## src/rtl/acgs_pkg.sv

```systemverilog
package acgs_pkg;

    // Configuration register indexes
    typedef enum logic [7:0] {
        REG_GAIN      = 8'd0,
        REG_THRESHOLD = 8'd1,
        REG_INV_RATIO = 8'd2,
        REG_ENABLE    = 8'd3
    } cfg_idx_t;

    // Reset values of the configuration registers
    localparam logic [15:0] GAIN_RESET      = 16'd3840;      // 15.0 in Q8.8
    localparam logic [30:0] THRESHOLD_RESET = 31'd10000000;
    localparam logic [16:0] INV_RATIO_RESET = 17'd65536;     // ratio 1
    localparam logic        ENABLE_RESET    = 1'b1;

    // Saturation limits on the magnitude
    localparam logic [41:0] POS_LIMIT = 42'h0_7FFF_FFFF;
    localparam logic [41:0] NEG_LIMIT = 42'h0_8000_0000;

    // Configuration seen by the datapath
    typedef struct packed {
        logic [15:0] gain_q8;
        logic [30:0] comp_threshold;
        logic [16:0] inv_ratio_q16;
        logic        compress_enable;
    } cfg_t;

    // Compressed item handed to the gain stages
    typedef struct packed {
        logic        neg;
        logic        last;
        logic [33:0] cmag;
    } mid_t;

    // Stage load enables
    typedef struct packed {
        logic ld1;
        logic ld2;
        logic ld3;
    } cmp_en_t;

    typedef struct packed {
        logic ld4;
        logic ld5;
    } gain_en_t;

endpackage

```

## src/rtl/acgs_compress.sv

```systemverilog
module acgs_compress
    import acgs_pkg::*;
(
    input  logic        clk,
    input  cmp_en_t     en,
    input  cfg_t        cfg,
    input  logic [31:0] sample,
    input  logic        last,
    output mid_t        mid
);

    // Stage 1 registers
    logic        s1_neg_reg, s1_last_reg, s1_over_reg;
    logic [31:0] s1_mag_reg, s1_excess_reg;
    // Stage 2 registers
    logic        s2_neg_reg, s2_last_reg, s2_over_reg;
    logic [31:0] s2_mag_reg;
    logic [32:0] s2_scaled_reg;
    // Stage 3 register
    mid_t        s3_reg;

    logic [31:0] mag_next;
    logic        over_next;
    logic [31:0] excess_next;
    logic [48:0] prod;
    logic [33:0] cmag_next;

    // Stage 1: magnitude, threshold compare, excess
    assign mag_next    = sample[31] ? (~sample + 32'd1) : sample;
    assign over_next   = cfg.compress_enable && (mag_next > {1'b0, cfg.comp_threshold});
    assign excess_next = mag_next - {1'b0, cfg.comp_threshold};

    // Stage 2: excess scaled by the reciprocal ratio
    assign prod = 49'(s1_excess_reg) * 49'(cfg.inv_ratio_q16);

    // Stage 3: threshold added back, or the plain magnitude passed on
    assign cmag_next = s2_over_reg
        ? (34'(cfg.comp_threshold) + 34'(s2_scaled_reg))
        : 34'(s2_mag_reg);

    always_ff @(posedge clk)
    begin
        if (en.ld1)
        begin
            s1_neg_reg    <= sample[31];
            s1_last_reg   <= last;
            s1_over_reg   <= over_next;
            s1_mag_reg    <= mag_next;
            s1_excess_reg <= excess_next;
        end
        if (en.ld2)
        begin
            s2_neg_reg    <= s1_neg_reg;
            s2_last_reg   <= s1_last_reg;
            s2_over_reg   <= s1_over_reg;
            s2_mag_reg    <= s1_mag_reg;
            s2_scaled_reg <= prod[48:16];
        end
        if (en.ld3)
        begin
            s3_reg.neg  <= s2_neg_reg;
            s3_reg.last <= s2_last_reg;
            s3_reg.cmag <= cmag_next;
        end
    end

    assign mid = s3_reg;

endmodule

```

## src/rtl/acgs_gain.sv

```systemverilog
module acgs_gain
    import acgs_pkg::*;
(
    input  logic        clk,
    input  gain_en_t    en,
    input  logic [15:0] gain_q8,
    input  mid_t        mid,
    output logic [31:0] sample,
    output logic        clipped,
    output logic        last
);

    logic        s4_neg_reg, s4_last_reg;
    logic [41:0] s4_amp_reg;
    logic [31:0] s5_sample_reg;
    logic        s5_clipped_reg, s5_last_reg;

    logic [49:0] prod;
    logic        clip_next;
    logic [31:0] mag_sat;
    logic [31:0] sample_next;

    // Stage 4: gain multiply, Q8.8 truncated
    assign prod = 50'(mid.cmag) * 50'(gain_q8);

    // Stage 5: saturate on magnitude, then restore sign
    always_comb
    begin
        if (s4_neg_reg)
        begin
            clip_next = s4_amp_reg > NEG_LIMIT;
            mag_sat   = clip_next ? NEG_LIMIT[31:0] : s4_amp_reg[31:0];
        end
        else
        begin
            clip_next = s4_amp_reg > POS_LIMIT;
            mag_sat   = clip_next ? POS_LIMIT[31:0] : s4_amp_reg[31:0];
        end
        sample_next = s4_neg_reg ? (32'd0 - mag_sat) : mag_sat;
    end

    always_ff @(posedge clk)
    begin
        if (en.ld4)
        begin
            s4_neg_reg  <= mid.neg;
            s4_last_reg <= mid.last;
            s4_amp_reg  <= prod[49:8];
        end
        if (en.ld5)
        begin
            s5_sample_reg  <= sample_next;
            s5_clipped_reg <= clip_next;
            s5_last_reg    <= s4_last_reg;
        end
    end

    assign sample  = s5_sample_reg;
    assign clipped = s5_clipped_reg;
    assign last    = s5_last_reg;

endmodule

```

## src/rtl/audio_compress_gain_saturate_unit.sv

```systemverilog
// Hard-knee compressor with saturating gain. With compression enabled, each
// signed 32-bit sample above the threshold in magnitude has its excess
// scaled by inv_ratio_q16 (Q1.16), then the result is multiplied by gain_q8
// (Q8.8), truncated toward zero and saturated to 32 bits; m_tuser flags a
// saturated sample and tlast passes through. The block takes one sample per
// clock while the output is not stalled and has five register stages
// (magnitude and compare, ratio multiply, threshold add, gain multiply,
// saturation); the last stage is the output register. Each stage holds its
// item under back-pressure and keeps taking new ones while it has room.
// Configuration writes are always accepted and take effect at once; write
// them only while the pipeline is empty.
module audio_compress_gain_saturate_unit
    import acgs_pkg::*;
(
    input  logic        clk,
    input  logic        rst_n,
    // Sample input
    input  logic        s_tvalid,
    output logic        s_tready,
    input  logic [31:0] s_tdata,    // [31:0] sample_in
    input  logic        s_tlast,
    // Sample output
    output logic        m_tvalid,
    input  logic        m_tready,
    output logic [31:0] m_tdata,    // [31:0] sample_out
    output logic        m_tuser,    // [0] clipped
    output logic        m_tlast,
    // Configuration writes
    input  logic        cfg_valid,
    output logic        cfg_ready,
    input  logic [7:0]  cfg_index,
    input  logic [31:0] cfg_data
);

    localparam int NUM_STAGES = 5;

    cfg_t                  cfg_reg;
    logic [NUM_STAGES-1:0] valid_reg;
    logic [NUM_STAGES-1:0] adv;
    cmp_en_t               cmp_en;
    gain_en_t              gain_en;
    mid_t                  mid;

    // Configuration registers
    assign cfg_ready = 1'b1;

    always_ff @(posedge clk or negedge rst_n)
    begin
        if (!rst_n)
        begin
            cfg_reg.gain_q8         <= GAIN_RESET;
            cfg_reg.comp_threshold  <= THRESHOLD_RESET;
            cfg_reg.inv_ratio_q16   <= INV_RATIO_RESET;
            cfg_reg.compress_enable <= ENABLE_RESET;
        end
        else if (cfg_valid)
        begin
            case (cfg_idx_t'(cfg_index))
                REG_GAIN:      cfg_reg.gain_q8         <= cfg_data[15:0];
                REG_THRESHOLD: cfg_reg.comp_threshold  <= cfg_data[30:0];
                REG_INV_RATIO: cfg_reg.inv_ratio_q16   <= cfg_data[16:0];
                REG_ENABLE:    cfg_reg.compress_enable <= cfg_data[0];
                default:       ;
            endcase
        end
    end

    // A stage loads when it is empty or its contents move on
    always_comb
    begin
        adv[NUM_STAGES-1] = !valid_reg[NUM_STAGES-1] || m_tready;
        for (int i = NUM_STAGES - 2; i >= 0; i--)
        begin
            adv[i] = !valid_reg[i] || adv[i+1];
        end
    end

    always_ff @(posedge clk or negedge rst_n)
    begin
        if (!rst_n)
        begin
            valid_reg <= '0;
        end
        else
        begin
            if (adv[0])
            begin
                valid_reg[0] <= s_tvalid;
            end
            for (int i = 1; i < NUM_STAGES; i++)
            begin
                if (adv[i])
                begin
                    valid_reg[i] <= valid_reg[i-1];
                end
            end
        end
    end

    assign s_tready = adv[0];
    assign m_tvalid = valid_reg[NUM_STAGES-1];

    assign cmp_en.ld1  = adv[0];
    assign cmp_en.ld2  = adv[1];
    assign cmp_en.ld3  = adv[2];
    assign gain_en.ld4 = adv[3];
    assign gain_en.ld5 = adv[4];

    // Compression stages
    acgs_compress u_compress (
        .clk    (clk),
        .en     (cmp_en),
        .cfg    (cfg_reg),
        .sample (s_tdata),
        .last   (s_tlast),
        .mid    (mid)
    );

    // Gain and saturation stages
    acgs_gain u_gain (
        .clk     (clk),
        .en      (gain_en),
        .gain_q8 (cfg_reg.gain_q8),
        .mid     (mid),
        .sample  (m_tdata),
        .clipped (m_tuser),
        .last    (m_tlast)
    );

    // A saturated sample sits at one of the two limits
    assert property (@(posedge clk) disable iff (!rst_n)
        (m_tvalid && m_tuser) |-> (m_tdata == 32'h7FFF_FFFF || m_tdata == 32'h8000_0000))
        else $error("clipped sample not at a limit");

    // Input back-pressure only when the output is stalled
    assert property (@(posedge clk) disable iff (!rst_n)
        !s_tready |-> (m_tvalid && !m_tready))
        else $error("input stalled without output stall");

    // An accepted sample into an empty pipe with a ready output reaches the output
    assert property (@(posedge clk) disable iff (!rst_n)
        (s_tvalid && s_tready && valid_reg == '0 && m_tready) |=> ##4 m_tvalid)
        else $error("sample lost in pipeline");

endmodule
```

## config.mk

```make
export PLATFORM = sky130hd
export DESIGN_NAME = audio_compress_gain_saturate_unit
export DESIGN_NICKNAME = d
export VERILOG_FILES = /design/src/rtl/acgs_pkg.sv /design/src/rtl/acgs_compress.sv /design/src/rtl/acgs_gain.sv /design/src/rtl/audio_compress_gain_saturate_unit.sv
export SDC_FILE = /design/constraint.sdc
export NUM_CORES = 2
export LEC_CHECK = 0
export BUFFER_PORTS_ARGS = -buffer_cell sky130_fd_sc_hd__buf_2
export CORE_MARGIN = 1
export CORE_UTILIZATION = 50
export CTS_CLUSTER_DIAMETER = 60
export DETAILED_ROUTE_END_ITERATION = 10
export PLACE_DENSITY = 0.66
export REMOVE_ABC_BUFFERS = 1
export SYNTH_ARGS = -nofsm -noshare
export SYNTH_HDL_FRONTEND = slang
export SYNTH_SLANG_ARGS = --single-unit
```

## constraint.sdc

```tcl
create_clock -name clk -period 9.4 [get_ports clk]
set_clock_uncertainty 0.05 [all_clocks]
set_input_delay 1.88 -clock clk [delete_from_list [all_inputs] [get_ports clk]]
set_output_delay 1.88 -clock clk [all_outputs]
set_load 0.05 [all_outputs]
```

==> results.cfg <==
[critical_path]
crit_type = register to register
critPathMaxFanout = 25
worst_ep_required_time_ns = 9.66
slowest_stage = dfrtp_1
cp-start-kind = register
max_stage_delay_ns = 1.16
endpoint_kind = register
cp.arrival_ns = 8.58
critPathMostFrequentCell = fa_1
cp_cell_sequence = nand2_1, fa_1, fa_1, fa_1, inv_1, fa_1, fa_1, fa_1, ha_1, a21o_1, a21o_1, a221oi_1, o22a_1, a211oi_1, a211oi_1, a21oi_1, or2_2, a211o_1, a21oi_1, xnor2_1

[synthesis]
syn_avg_cell_area_um2 = 9.69
ys_types = 84
postSynthCellCount = 4980
synth_xor_area_share_pct = 2.63
yosysSeqAreaShare_pct = 19.2
synth_top_family_by_area = adder cells
async_flop_share_pct = 21.9
synth_edf_count = 249
yosys_most_used_dff = edfxtp_1
synth_seq_cells = 319
synthAdderAreaFrac_pct = 45.0
synth_top_cells_by_count = inv_1, fa_1, nand2_1
synth_top_area_cell = fa_1
synth_top_area_share_pct = 37.1
synth.most_common_cell = inv_1
netlist_area_um2 = 48200
synth-compound-area-share_pct = 6.11
yosys_warnings = 0
synth_mux_area_share_pct = 2.05
synthTopCellsByArea = fa_1, edfxtp_1, inv_1, ha_1, nand2_1
synth-simple-area-share_pct = 15.2

[power]
ir_worst_vdd_v = 0.000115
powerDensity_nw_per_um2 = 143
power.leakage_nw = 24.8

[place]
place_congestion = 0.920
dp_slack_ns = 1.12
hpwl_um = 93800
port_buffers = 112
dp_cells = 6206

[cells_and_area]
syn_to_final_growth_pct = 6.39
nNetsFinal = 6257
fin_util_pct = 53.9
largest_register_ffs = 65
final_cells = 6273
post_route_cells_drive_above_1_share_pct = 7.19

[cts]
cts.htree.levels = 2
path_clk_slew_ns = 0.06
cts_num_sinks = 319
root_buffer = clkbuf_16
cts_tree = built
clockBufferDepth = 3
cts_resized = 0
cts_setup_buffers = 0
cts_hold_buf = 0
clkLatencyLatePin_ns = 0.56
cts_buffers = 38

[sta]
tightest_slew_ns = 1.24
setup_viol = 0
layout_min_cycle_time_ns = 8.33
fin_ws_ns = 1.07
grt_setup_unrepaired = no
fin_crit_sh_pct = 88.6
slew-limit-headroom_pct = 17.4
drv_slew = 0
finalSetupTns_ns = 0
timing.final.hold_violations = 0
max_freq_mhz = 120

[route]
drtIter0Drc = 2358
drcViolationCount = 0
ant_nets = 0
dr.pass1.iters = 6
wl_um = 121000
via_per_inst = 5.44
wl_per_cell_um = 19.3
dr_total_vias = 34100

[run]
drv_cap = 0

[grt]
antenna_found_initial = 5
gr-total-overflow = 0
grt_util_all_layers_pct = 25.9
grt_pass1_wl_um = 198000
grt_pass1_vias = 36300
grt_max_degree = 68

[floorplan]
fp-row-count = 113
core_um2 = 95300
die_h_um = 313
initial_core_util_pct = 50.6
io_pins = 115
fp.dieW_um = 313
die_area_um2 = 97700

[worst_hold_path]
hold_path.class = register to register

[run_status]
outcome = finished clean
-- path summary, 6_finish.rpt --
kind	startpoint	to	slack, ns	cells after the start
min reg2reg	u_compress.s1_mag_reg[30]	u_compress.s2_mag_reg[30]	0.37	0
max reg2reg	cfg_reg[50]	u_gain.s4_amp_reg[38]	1.07	20
max in group asynchronous	rst_n	cfg_reg[56]	7.02	2
min	u_compress.s1_mag_reg[30]	u_compress.s2_mag_reg[30]	0.37	0
max	cfg_reg[50]	u_gain.s4_amp_reg[38]	1.07	20
min in group asynchronous	rst_n	cfg_reg[48]	1.09	1
-- metal layers --
metal  wire, µm  GRT usage, %  share of wire, %
met3       8930          3.85               7.4
met2      57900          43.4                48
met1      51200          35.4                42
met5          0             0                 0
met4       3040          6.57               2.5
-- critical path, delay by kind of cell (launching register included) --
family / cells / cell delay (ns)
compound gates: 9 / 2.62
simple gates: 2 / 0.60
flops: 1 / 1.16
xor+xnor: 1 / 0.10
buf+inv: 1 / 0.06
fa+ha+maj: 7 / 3.47
-- power by group --
| part | internal [mW] | switching, mW |
|---|---|---|
| Combinational | 1.24 | 1.94 |
| Sequential | 1.98 | 0.656 |
| Clock | 0.906 | 0.608 |
-- logic make-up (layout without fill, tap and decap cells) --
| logic type | count (synthesis) | after routing |
|---|---|---|
| XOR/XNOR | 145 | 145 |
| adder cells (fa/ha/maj) | 1198 | 1198 |
| other | 1 | 2 |
| AND/OR/NAND/NOR | 1519 | 1519 |
| flip-flops | 319 | 319 |
| multiplexers | 88 | 88 |
| AO/OA/AOI/OAI | 448 | 448 |
| buffers and inverters | 1262 | 1289 |
-- cell usage in the layout, fill, tap and decap left out, types with 35 or more instances in the layout --
cell and count:
o21ai_0 95, mux2_2 87, nand3_1 36, clkbuf_16 38
a21oi_1 112, a21o_1 74, nor2_1 105, buf_4 59
buf_2 111, ha_1 304, and2_1 430, edfxtp_1 249
dfrtp_1 51, xnor2_1 104, nand2_1 762, inv_1 1053
fa_1 894, nor3_1 35, xor2_1 41
-- layout make-up --
type | instances | area [µm²]
Clock inverter | 21 | 280
Antenna cell | 1 | 2.50
Sequential cell | 319 | 9250
Timing Repair Buffer | 170 | 998
Clock buffer | 45 | 997
Inverter | 1053 | 3950
Tap cell | 1265 | 1580
Fill cell | 8662 | 44000
Multi-Input combinational cell | 3399 | 34300
-- stage by stage --
step | hold WS [ns] | power [mW] | cell area [µm²]
3_3_place_gp | 0.351 | 5.74 | 50000
4_1_cts | 0.369 | 7.36 | 51300
5_1_grt | 0.373 | 7.89 | 51300
3_5_place_dp | 0.355 | 5.82 | 50000
6_report | 0.368 | 7.34 | 51300
2_1_floorplan | 0.350 | 4.64 | 47400
Power figures use the tool's default switching activity.
